$ cat config.mk
export PLATFORM = sky130hd
export DESIGN_NAME = stst_ctrl
export DESIGN_NICKNAME = d
export VERILOG_FILES = /design/src/stst_pkg.sv /design/src/stst_ctrl.sv
export SDC_FILE = /design/constraint.sdc
export NUM_CORES = 1
export LEC_CHECK = 0
export BUFFER_PORTS_ARGS = -buffer_cell sky130_fd_sc_hd__buf_2
export CORE_MARGIN = 5
export CORE_UTILIZATION = 35
export CTS_CLUSTER_DIAMETER = 40
export DETAILED_ROUTE_END_ITERATION = 6
export PLACE_DENSITY = 0.66
export SYNTH_ARGS = -nofsm -noshare
export SYNTH_HDL_FRONTEND = slang
export SYNTH_SLANG_ARGS = --single-unit
$ cat constraint.sdc
create_clock -name i_clk -period 6 [get_ports i_clk]
set_clock_uncertainty 0.1 [all_clocks]
set_input_delay 0 -clock i_clk [delete_from_list [all_inputs] [get_ports i_clk]]
set_output_delay 0 -clock i_clk [all_outputs]
set_load 0.01 [all_outputs]
$ cat src/stst_pkg.sv
// shared constants for the segment tree range sum core
package stst_pkg;

    localparam int DEF_MAX_LEAVES = 1024;

    localparam int CFG_W = 11;
    localparam int POS_W = 10;
    localparam int VAL_W = 32;
    localparam int SUM_W = 43;

    localparam logic [CFG_W-1:0] SIZE_RESET = 11'd1024;

    localparam logic ACT_SET   = 1'b0;
    localparam logic ACT_QUERY = 1'b1;

endpackage

$ cat src/stst_ctrl.sv
// sequencer with the shared sum adder, clearing pass and result register
module stst_ctrl #(
    parameter int MAX_LEAVES = stst_pkg::DEF_MAX_LEAVES,
    parameter int NW         = $clog2(2 * MAX_LEAVES),
    parameter int SW         = 11
) (
    input  logic                       i_clk,
    input  logic                       i_rst_n,
    input  logic [SW-1:0]              i_eff_size,
    input  logic                       i_in_valid,
    output logic                       o_in_stall,
    input  logic                       i_action,
    input  logic [stst_pkg::POS_W-1:0] i_position,
    input  logic [stst_pkg::VAL_W-1:0] i_new_value,
    input  logic [stst_pkg::POS_W-1:0] i_range_low,
    input  logic [stst_pkg::POS_W-1:0] i_range_high,
    output logic                       o_out_valid,
    input  logic                       i_out_stall,
    output logic [stst_pkg::SUM_W-1:0] o_range_sum,
    output logic                       o_mem_we,
    output logic [NW-1:0]              o_mem_waddr,
    output logic [stst_pkg::SUM_W-1:0] o_mem_wdata,
    output logic [NW-1:0]              o_mem_raddr,
    input  logic [stst_pkg::SUM_W-1:0] i_mem_rdata
);
    import stst_pkg::*;

    localparam int BW = NW + 1;
    localparam logic [NW-1:0] CLR_LAST = NW'(2 * MAX_LEAVES - 1);
    localparam logic [NW-1:0] ROOT     = NW'(1);

    typedef enum logic [5:0] {
        S_CLR    = 6'b000001,
        S_IDLE   = 6'b000010,
        S_SET_UP = 6'b000100,
        S_Q_A    = 6'b001000,
        S_Q_B    = 6'b010000,
        S_DONE   = 6'b100000
    } t_state;

    t_state           r_state, n_state;
    logic [NW-1:0]    r_clr, n_clr;
    logic [NW-1:0]    r_k, n_k;
    logic [BW-1:0]    r_a, n_a;
    logic [BW-1:0]    r_b, n_b;
    logic [SUM_W-1:0] r_acc, n_acc;
    logic             r_pend, n_pend;
    logic             r_ov, n_ov;
    logic [SUM_W-1:0] r_out, n_out;

    logic             accept;
    logic [SUM_W-1:0] val_ext;
    logic [NW-1:0]    leaf;
    logic [NW-1:0]    parent;
    logic [SW-1:0]    hi_lim;
    logic [SW-1:0]    hi_ext;
    logic [SW-1:0]    hi_clip;
    logic             empty;
    logic [BW-1:0]    b_dec;
    logic [SUM_W-1:0] add_b;
    logic [SUM_W-1:0] sum;

    assign o_in_stall = (r_state != S_IDLE);
    assign accept     = i_in_valid && !o_in_stall;

    assign val_ext = {{(SUM_W-VAL_W){i_new_value[VAL_W-1]}}, i_new_value};
    assign leaf    = NW'(MAX_LEAVES) + NW'(i_position);
    assign parent  = r_k >> 1;

    assign hi_lim  = i_eff_size - SW'(1);
    assign hi_ext  = SW'(i_range_high);
    assign hi_clip = (hi_ext > hi_lim) ? hi_lim : hi_ext;
    assign empty   = SW'(i_range_low) > hi_clip;
    assign b_dec   = r_b[0] ? (r_b - BW'(1)) : r_b;

    // the one adder, shared by tree updates and range accumulation
    assign add_b = (r_state == S_SET_UP || r_pend) ? i_mem_rdata : '0;
    assign sum   = r_acc + add_b;

    always_comb begin
        n_state = r_state;
        n_clr   = r_clr;
        n_k     = r_k;
        n_a     = r_a;
        n_b     = r_b;
        n_acc   = r_acc;
        n_pend  = r_pend;
        n_ov    = r_ov;
        n_out   = r_out;

        o_mem_we    = 1'b0;
        o_mem_waddr = '0;
        o_mem_wdata = '0;
        o_mem_raddr = '0;

        if (r_ov && !i_out_stall) begin
            n_ov = 1'b0;
        end

        unique case (r_state)
            S_CLR: begin
                o_mem_we    = 1'b1;
                o_mem_waddr = r_clr;
                n_clr       = r_clr + NW'(1);
                if (r_clr == CLR_LAST) begin
                    n_state = S_IDLE;
                end
            end
            S_IDLE: begin
                if (accept) begin
                    if (i_action == ACT_SET) begin
                        if (SW'(i_position) < i_eff_size) begin
                            o_mem_we    = 1'b1;
                            o_mem_waddr = leaf;
                            o_mem_wdata = val_ext;
                            o_mem_raddr = leaf ^ NW'(1);
                            n_k         = leaf;
                            n_acc       = val_ext;
                            n_state     = S_SET_UP;
                        end
                    end else begin
                        n_acc  = '0;
                        n_pend = 1'b0;
                        n_a    = BW'(i_range_low) + BW'(MAX_LEAVES);
                        n_b    = BW'(hi_clip) + BW'(MAX_LEAVES) + BW'(1);
                        n_state = empty ? S_DONE : S_Q_A;
                    end
                end
            end
            S_SET_UP: begin
                o_mem_we    = 1'b1;
                o_mem_waddr = parent;
                o_mem_wdata = sum;
                o_mem_raddr = parent ^ NW'(1);
                n_acc       = sum;
                n_k         = parent;
                if (parent == ROOT) begin
                    n_state = S_IDLE;
                end
            end
            S_Q_A: begin
                n_acc = sum;
                if (r_a < r_b) begin
                    if (r_a[0]) begin
                        o_mem_raddr = r_a[NW-1:0];
                        n_pend      = 1'b1;
                        n_a         = r_a + BW'(1);
                    end else begin
                        n_pend = 1'b0;
                    end
                    n_state = S_Q_B;
                end else begin
                    n_pend  = 1'b0;
                    n_state = S_DONE;
                end
            end
            S_Q_B: begin
                n_acc = sum;
                if (r_b[0]) begin
                    o_mem_raddr = b_dec[NW-1:0];
                    n_pend      = 1'b1;
                end else begin
                    n_pend = 1'b0;
                end
                n_a     = r_a >> 1;
                n_b     = b_dec >> 1;
                n_state = S_Q_A;
            end
            S_DONE: begin
                if (!r_ov || !i_out_stall) begin
                    n_ov    = 1'b1;
                    n_out   = r_acc;
                    n_state = S_IDLE;
                end
            end
            default: begin
                n_state = S_IDLE;
            end
        endcase
    end

    always_ff @(posedge i_clk) begin
        if (!i_rst_n) begin
            r_state <= S_CLR;
            r_clr   <= '0;
            r_ov    <= 1'b0;
            r_pend  <= 1'b0;
        end else begin
            r_state <= n_state;
            r_clr   <= n_clr;
            r_ov    <= n_ov;
            r_pend  <= n_pend;
        end
    end

    always_ff @(posedge i_clk) begin
        r_k   <= n_k;
        r_a   <= n_a;
        r_b   <= n_b;
        r_acc <= n_acc;
        r_out <= n_out;
    end

    assign o_out_valid = r_ov;
    assign o_range_sum = r_out;

endmodule
* Word-level counts from Yosys, hierarchy flattened
Index checks and enable logic that the tools add are counted.
Cells by class: add/sub/neg operators 9, magnitude comparators 4, eq/ne operators 19, multiplexer cells 56, bitwise gates (word level) 2, reductions and logical operators 21
Operators with widths (count):
- $mux 43 | 7
- $pmux 43 s2 | 2
- $mux 11 | 13
- $mux 12 | 7
- $mux 6 | 8
- $pmux 11 s4 | 1
- $add 43x43->43 | 1
- $pmux 12 s3 | 1
- $pmux 6 s6 | 1
- $pmux 11 s3 | 1
- $add 12x1->12 const B | 2
- $pmux 12 s2 | 1
- $gt 10x11->1 | 2
- $pmux 11 s2 | 1
- $ne 2x2->1 const B | 8
- $add 10x11->12 const B | 1
- $add 11x11->12 const B | 1
- $lt 12x12->1 | 1
- $sub 12x1->12 const B | 1
- $add 11x1->11 const B | 1
- $add 11x10->11 const A | 1
- $eq 11x11->1 const B | 1
- $lt 10x11->1 | 1
- $mux 1 | 11
- other kinds (25) | 36
Word-level totals: bits in registers 140, input bits 121, output and inout bits 111

* Longest topological paths before layout
Gate-level depths: netlist of run 1.
word-level depth 8, gate-level depth with buffers 25

* Worst setup path after synthesis of run 1
No wires, ideal clock.
path kind in2reg, start point input i_eff_size[5], end point register r_state[5], arrival time 4.005 ns, slack 1.779 ns, stages 24, cell sequence nor4_2 -> nand2_1 -> nor3_1 -> xnor2_1 -> inv_1 -> ha_1 -> a21o_1 -> a21oi_1 -> o21ai_0 -> o211ai_2 -> buf_2 -> nand2_1 -> o21ai_0 -> inv_1 -> ha_1 -> nor2b_1 -> o21a_1 -> o21a_1 -> o21a_1 -> o21a_1 -> o21bai_1 -> a31oi_1 -> a31o_2 -> a22o_1
Between the ends: cells in the longest elaborated chain, start to end 8, elaborated cells on any way between the ends 11
RTL lines:
- start, declared | RTL line stst_ctrl.sv:9 | input logic [SW-1:0] i_eff_size,
- $sub 11x1->11 | RTL line stst_ctrl.sv:70 | assign hi_lim = i_eff_size - SW'(1);
- $gt 10x11->1 | RTL line stst_ctrl.sv:72 | assign hi_clip = (hi_ext > hi_lim) ? hi_lim : hi_ext;
- $mux 11 | RTL line stst_ctrl.sv:72
- $gt 10x11->1 | RTL line stst_ctrl.sv:73 | assign empty = SW'(i_range_low) > hi_clip;
- $mux 6 | RTL line stst_ctrl.sv:126 | n_state = empty ? S_DONE : S_Q_A;
- $mux 6 | RTL line stst_ctrl.sv:111 | if (i_action == ACT_SET) begin
- $mux 6 | RTL line stst_ctrl.sv:110 | if (accept) begin
- $pmux 6 s6 | RTL line stst_ctrl.sv:100 | unique case (r_state)
- end signal, assigned | RTL line stst_ctrl.sv:189 | r_state <= n_state;
- end, declared | RTL line stst_ctrl.sv:41 | t_state r_state, n_state;
Parallel ways exist; a longest one is shown, timed or not. The select of a mux whose other input is x is not followed. A chain may end at the register's enable or synchronous reset.

* Worst setup path after layout of run 1
start point register r_state[4], end point output o_mem_wdata[42] in the netlist's numbering
Between the ends: cells in the longest elaborated chain, start to end 5, elaborated cells on any way between the ends 10
RTL lines:
- $eq 6x3->1 or $ne 6x2->1 (tied branches) | RTL line stst_ctrl.sv:77, stst_ctrl.sv:100, stst_ctrl.sv:63
- $logic_or 1x1->1 or $logic_not 1->1 (tied branches) | RTL line stst_ctrl.sv:77, stst_ctrl.sv:64
- $mux 43 or $logic_and 1x1->1 (tied branches) | RTL line stst_ctrl.sv:77, stst_ctrl.sv:64
- $add 43x43->43 or $mux 43 (tied branches) | RTL line stst_ctrl.sv:78, stst_ctrl.sv:110
- $pmux 43 s2 (*) | RTL line stst_ctrl.sv:100
- end, declared | RTL line stst_ctrl.sv:22 | output logic [stst_pkg::SUM_W-1:0] o_mem_wdata,
Mark *: on every way between the ends. The rest lies on a longest branch, timed or not.

==> flow_summary.json, run 1 <==
{
  "crit_path_end_kind": "output port",
  "synth_ff_type": "edfxtp_1",
  "arrival_ps": 4690,
  "clk_pin_slew_ps": 70,
  "grt_setup_unrepaired": "false",
  "netSwitchingFraction_pct": 25.2,
  "route.vias.total": 9652,
  "synth_edf_count": 120,
  "max_slew_margin_pct": 24.1,
  "clk_latency_ps": 430,
  "fin_crit_sh_pct": 79.9,
  "synth_area_sq_um": 10400,
  "async_flop_share_pct": 0,
  "first_global_vias": 9755,
  "wire_per_inst_microns": 18.8,
  "power.density_nw_per_um2": 188,
  "crit_type": "flop to output port",
  "cts-root-buf": "clkbuf_16",
  "grt_pass1_wl_mm": 52.7,
  "yosys.area.top_type": "edfxtp_1",
  "cts.htree.levels": 4,
  "dieWidth_microns": 182,
  "diodes": 0,
  "synth_top_area_share_pct": 34.7,
  "synth_cell_types": 73,
  "switching_power_w": 0.000619,
  "ys_seq_area_share_pct": 38.4,
  "port_buffers": 231,
  "max-cap-violations": 0,
  "seq_power_share_pct": 43.9,
  "p_leak_nw": 5.86,
  "ir_drop_uv": 182,
  "grtUsageTotal_pct": 19.6,
  "syn_nets": 1336,
  "pwr-share-comb_pct": 13.6,
  "dp.final_hpwl_mm": 25.3,
  "r2r_setup_slack_ps": 1740,
  "die_height_microns": 182,
  "ios": 232,
  "p_int_w": 0.00184,
  "drt_iter0_drc": 804,
  "core_sq_um": 29500,
  "nets": 1600,
  "timing.fmax_mhz": 209,
  "cts_buffers": 17,
  "rows": 63,
  "total_power_w": 0.00246,
  "critPathLaunchType": "flop",
  "tns_ps": 0,
  "yosys_warnings": 0,
  "place_ws_ps": 1240,
  "antenna_found_initial": 2,
  "timing.final.ws_setup_ps": 1210,
  "yosys-top-cells-area": "edfxtp_1 35%, ha_1 10%, nand2_1 5.4%, xnor2_1 4.1%, dfxtp_1 3.7%",
  "drv_slew": 0,
  "finalWirelength_mm": 33.7,
  "cp.required_ps": 5900,
  "ant_nets": 0,
  "whs_ps": 24.6,
  "drive_gt1_share_pct": 21.1,
  "cts_buffer_depth": 2,
  "grt_overflow": 0,
  "die_area_sq_um": 33200,
  "hp-class": "input port to flop",
  "syn_to_final_growth_pct": 25.8,
  "finalSetupViolations": 0,
  "critPathMaxFanout": 14,
  "status": "complete, no violations",
  "grt_max_degree": 55,
  "clkPwrFrac_pct": 42.4,
  "synth-seq-cells": 139,
  "post_cts_buffers": 0,
  "syn_area_per_cell_sq_um": 9.19,
  "period_minus_slack_ps": 4790,
  "fill_cells": 2861,
  "tightest_slew_ps": 1140,
  "start_util_pct": 35.2,
  "final_hold_viol_count": 0,
  "clock_sinks": 139,
  "avgViaCountPerCell": 5.37,
  "first_pass_iters": 6,
  "cts_tree": "done",
  "drc": 0,
  "place_congestion": 0.944,
  "synth_cells": 1129
}
logic make-up (layout without fill, tap and decap cells):
group | Yosys count | in the layout | synth area share, %
flip-flops | 139 | 139 | 38.4
AND/OR/NAND/NOR | 402 | 402 | 19.8
XOR/XNOR | 72 | 72 | 6.08
multiplexers | 10 | 10 | 0.989
AO/OA/AOI/OAI | 308 | 308 | 20.2
adder cells (fa/ha/maj) | 86 | 86 | 10.4
buffers and inverters | 112 | 389 | 4.15
cells in the mapped netlist (12+ instances only):
master and n:
and2_1 12, a21o_1 30, a22o_1 31, nor3_1 15
o21a_1 15, nand4_1 15, xor2_1 24, and3_1 15
nand2_1 150, edfxtp_1 120, clkbuf_1 41, nand3b_1 28
inv_1 61, o21ai_0 72, dfxtp_1 19, a222oi_1 12
nor2b_1 52, a22oi_1 15, ha_1 85, a21oi_1 64
nand3_1 29, nor2_1 48, xnor2_1 48
worst paths after layout:
path,start,cells after the start,endpoint
worst max-delay path,r_state[4],17,o_mem_wdata[42]
worst min-delay path,i_mem_rdata[42],4,r_acc[42]
worst max register to register,r_state[4],16,r_acc[39]
worst min register to register,r_acc[31],0,o_range_sum[31]
routing by layer:
metal | wire (microns) | track usage, % | vias to the layer above
met3 | 2860 | 4.07 | 42
li1 | - | - | 4667
met4 | 450 | 4.89 | 4
met5 | 21 | 0 | -
met2 | 16100 | 33.8 | 434
met1 | 14300 | 25.3 | 4505
cell usage in the layout, fill, tap and decap left out, types with 28 or more instances in the layout:
| cell | n |
|---|---|
| nand2_1 | 150 |
| nor2b_1 | 52 |
| nor2_1 | 47 |
| a22o_1 | 31 |
| edfxtp_1 | 120 |
| a21oi_1 | 62 |
| dlygate4sd3_1 | 53 |
| buf_2 | 231 |
| ha_1 | 85 |
| inv_1 | 61 |
| xnor2_1 | 48 |
| o21ai_0 | 72 |
| nand3b_1 | 28 |
| nand3_1 | 29 |
| a21o_1 | 30 |
critical path, stage by stage, from the launching register on:
cell,delay (ps)
dfxtp_1,400
nor2_1,70
nand2_1,90
nor3b_2,70
nor2_4,310
nor2b_1,90
ha_1,270
fa_1,460
a211oi_2,270
nor4_2,80
a211oi_2,440
o22ai_1,260
nor3_2,350
o21ai_1,170
xor2_1,250
xnor2_1,90
o21ai_0,360
buf_2,220
area by class of cell:
| type | count | area, sq um | area share [%] |
|---|---|---|---|
| well taps | 390 | 488 | 3.74 |
| multi-input cells | 878 | 6020 | 46.1 |
| flip-flops and latches | 139 | 3980 | 30.5 |
| clock inverters | 12 | 124 | 0.948 |
| inverters | 62 | 233 | 1.78 |
| clock buffers | 20 | 447 | 3.42 |
| repair buffers | 295 | 1770 | 13.5 |
sequential cells by signal, summed over array words and instances, names as in the netlist:
register     flops
o_out_valid      1
o_range_sum     43
r_a             12
r_acc           43
r_b             12
r_clr           11
r_k             10
r_pend           1
r_state          6
what timing repair did:
| action | CTS | global route |
|---|---|---|
| hold buffers | 53 | 0 |
| endpoints found under the hold margin | 68 | 0 |
| resized for setup | 0 | 0 |
power by group through the flow:
stage	Clock (W)	Sequential, W	Combinational, W
after floorplan	0	0.00110	0.000185
final	0.00104	0.00108	0.000335
after global routing	0.00110	0.00108	0.000372
after CTS	0.00106	0.00108	0.000333
after global placement	0	0.00110	0.000299
after detailed placement	0	0.00110	0.000305
through the flow:
stage	instance area (sq um)	std cells	util [%]
after global routing	13100	1796	44.3
after floorplan	10400	1129	-
after detailed placement	12000	1711	40.6
after global placement	12000	1711	40.6
final	13100	1796	44.3
after CTS	13100	1796	44.3
No activity file was read; power rests on OpenSTA's default activity.
==> run 2: changes to the inputs <==
- ABC_AREA: not set -> 1
- PLACE_DENSITY: 0.66 -> 0.65
- clock period: 6 -> 4.5 ns (I/O delays scaled with it)
==> flow_summary.json, run 2 <==
{
  "dieWidth_microns": 188,
  "rows": 65,
  "nets": 1991,
  "synth_cell_types": 53,
  "finalWirelength_mm": 40.0,
  "die_area_sq_um": 35300,
  "drc": 0,
  "ant_nets": 0,
  "syn_nets": 1700,
  "syn_to_final_growth_pct": 25.5,
  "mostFrequentLayoutCells": "331 x nand2_1, 250 x inv_1, 231 x buf_2, 149 x nor2_1, 120 x edfxtp_1",
  "max-cap-violations": 0,
  "clk_pin_slew_ps": 60,
  "path_delay_family": "simple AND/OR/NAND/NOR gates",
  "fin_crit_sh_pct": 90.0,
  "yosys.area.top_type": "edfxtp_1",
  "tns_ps": 0,
  "crit_path_frequent_cell": "nand2_1",
  "grt_setup_unrepaired": "false",
  "grt_overflow": 0,
  "first_global_vias": 11500,
  "slowest_stage": "nor4_1",
  "power.density_nw_per_um2": 303,
  "clock_sinks": 139,
  "drive_gt1_share_pct": 18.8,
  "max_stage_delay_ps": 420,
  "grt_max_degree": 44,
  "finalSetupViolations": 0,
  "drv_slew": 0,
  "cts-root-buf": "clkbuf_16",
  "switching_power_w": 0.00143,
  "start_util_pct": 35.2,
  "seq_power_share_pct": 40.2,
  "grtUsageTotal_pct": 22.1,
  "cts.htree.levels": 4,
  "netSwitchingFraction_pct": 34.0,
  "use_met3_pct": 3.67,
  "ys_seq_area_share_pct": 36.0,
  "top_usage_layer": "met2",
  "status": "complete, no violations",
  "avgViaCountPerCell": 5.19,
  "synth_most_common_cell": "nand2_1",
  "grt_pass1_wl_mm": 61.9,
  "fin_util_pct": 44.2,
  "layout_commonest_cell": "nand2_1",
  "multiInputGateArea_sq_um": 6010,
  "cts_buffers": 17,
  "met1_usage_pct": 27.5,
  "cp.required_ps": 4400,
  "wire_per_inst_microns": 18.2,
  "port_buffers": 231,
  "route.vias.total": 11400,
  "synth_cells": 1493,
  "arrival_ps": 3950,
  "synth_area_sq_um": 11100,
  "first_pass_iters": 7,
  "critPathMaxFanout": 20,
  "ios": 232,
  "clkPwrFrac_pct": 33.1,
  "final_hold_viol_count": 0,
  "grtUsageMet2_pct": 39.1,
  "total_power_w": 0.00421,
  "synth_commonest_cells": "331 x nand2_1, 250 x inv_1, 149 x nor2_1, 120 x edfxtp_1, 88 x nand3_1",
  "cts_tree": "done",
  "ir_drop_uv": 243,
  "tightest_slew_ps": 812,
  "timing.fmax_mhz": 247,
  "synth_ff_type": "edfxtp_1",
  "clk_latency_ps": 450,
  "place_ws_ps": 316,
  "path_buf_inv": 6,
  "core_sq_um": 31400,
  "cts_buffer_depth": 2,
  "antenna_found_initial": 1,
  "syn_area_per_cell_sq_um": 7.41,
  "synth-seq-cells": 139,
  "drt_iter0_drc": 858,
  "p_leak_nw": 6.82,
  "p_int_w": 0.00278,
  "yosys-top-cells-area": "edfxtp_1 33%, nand2_1 11%, ha_1 9.6%, inv_1 8.5%, nor2_1 5.1%",
  "synth_edf_count": 120,
  "crit_path_end_kind": "output port",
  "fill_cells": 3234,
  "area.sequential_sq_um": 3980,
  "yosys_warnings": 0,
  "path_cells": "or2_1 > inv_2 > nand4_2 > nand2_1 > inv_2 > buf_12 > buf_4 > nor2_1 > ha_1 > nand2_1 > nor2_1 > inv_1 > nor4_1 > nand4_1 > nand3_1 > nand2_1 > nand3_1 > nand2_1 > buf_2",
  "place_congestion": 1.02,
  "dp.final_hpwl_mm": 32.0,
  "crit_type": "flop to output port",
  "async_flop_share_pct": 0,
  "hp-class": "input port to flop",
  "max_slew_margin_pct": 45.7,
  "die_height_microns": 188,
  "critPathLaunchType": "flop",
  "synth_top_area_share_pct": 32.6,
  "period_minus_slack_ps": 4050,
  "timing.final.ws_setup_ps": 449,
  "pwr-share-comb_pct": 26.6
}
-- run 2: cell types whose count changed after synthesis, moves of 38 or more --
| cell | previous run | this run |
|---|---|---|
| nand2_1 | 150 | 331 |
| nor2_1 | 48 | 149 |
| nor2b_1 | 52 | 0 |
| o22ai_1 | 3 | 41 |
| inv_1 | 61 | 250 |
| xnor2_1 | 48 | 5 |
| nand3_1 | 29 | 88 |
-- run 2: repair_timing --
item / 4_1_cts / 5_1_grt
hold endpoints to repair: 80 / 0
resized for setup: 0 / 4
endpoints found under the setup margin: 0 / 4
hold buffers: 57 / 0
setup buffers: 0 / 0
-- run 2: metrics by stage --
stage	hold WS, ps	std cells	cell area (sq um)
after floorplan	22.1	1493	11100
after global placement	197	2110	12700
after CTS	46.5	2198	13900
after global routing	79.2	2199	13900
after detailed placement	198	2110	12700
final	58.4	2199	13900
-- run 2: worst paths after layout --
kind / start / endpoint / slack [ps] / cells after the start
max: r_state[4] / o_mem_wdata[40] / 450 / 19
min reg2reg: r_acc[4] / o_range_sum[4] / 370 / 0
min: i_range_high[5] / r_b[5] / 60 / 5
max reg2reg: r_state[4] / r_acc[40] / 810 / 18
-- run 2: worst register-to-register path: stages (launching register included) --
cell	delay, ps
dfxtp_1	370
or2_1	140
inv_2	70
nand4_2	70
nand2_1	130
inv_2	140
buf_12	170
buf_4	200
nor2_1	60
ha_1	400
nand2_1	130
nor2_1	240
inv_1	140
nor4_1	420
nand4_1	300
nand3_1	180
nand2_1	70
nand3_1	70
nand2_1	50
-- run 2: power groups by stage --
stage	Clock (W)	Combinational, W	Sequential, W
after floorplan	0	0.000684	0.00171
after global placement	0	0.00107	0.00171
after detailed placement	0	0.00108	0.00172
after CTS	0.00140	0.00112	0.00169
after global routing	0.00147	0.00126	0.00171
final	0.00139	0.00112	0.00169
-- run 2: per-layer routing --
| metal | routed length, microns | share of wire [%] | up-vias |
|---|---|---|---|
| met5 | 0 | 0 | - |
| met1 | 16900 | 42 | 5262 |
| li1 | - | - | 5620 |
| met3 | 2380 | 5.9 | 71 |
| met4 | 1180 | 2.9 | 0 |
| met2 | 19600 | 49 | 451 |
-- run 2: logic make-up (layout without fill, tap and decap cells) --
kind of cell	after synthesis	count (layout)	synth area share, %
flip-flops	139	139	36.0
XOR/XNOR	29	29	2.30
AND/OR/NAND/NOR	657	657	25.9
buffers and inverters	292	595	10.1
other	0	1	0
adder cells (fa/ha/maj)	86	86	9.80
AO/OA/AOI/OAI	290	290	15.9
-- run 2: area by class of cell --
type / count / share of cell area (%)
tap: 402 / 3.62
clock inverter: 14 / 0.947
antenna: 1 / 0.0180
sequential: 139 / 28.7
clock buffer: 17 / 3.07
timing repair buffer: 301 / 13.2
multi-input combinational: 1062 / 43.3
inverter: 263 / 7.11
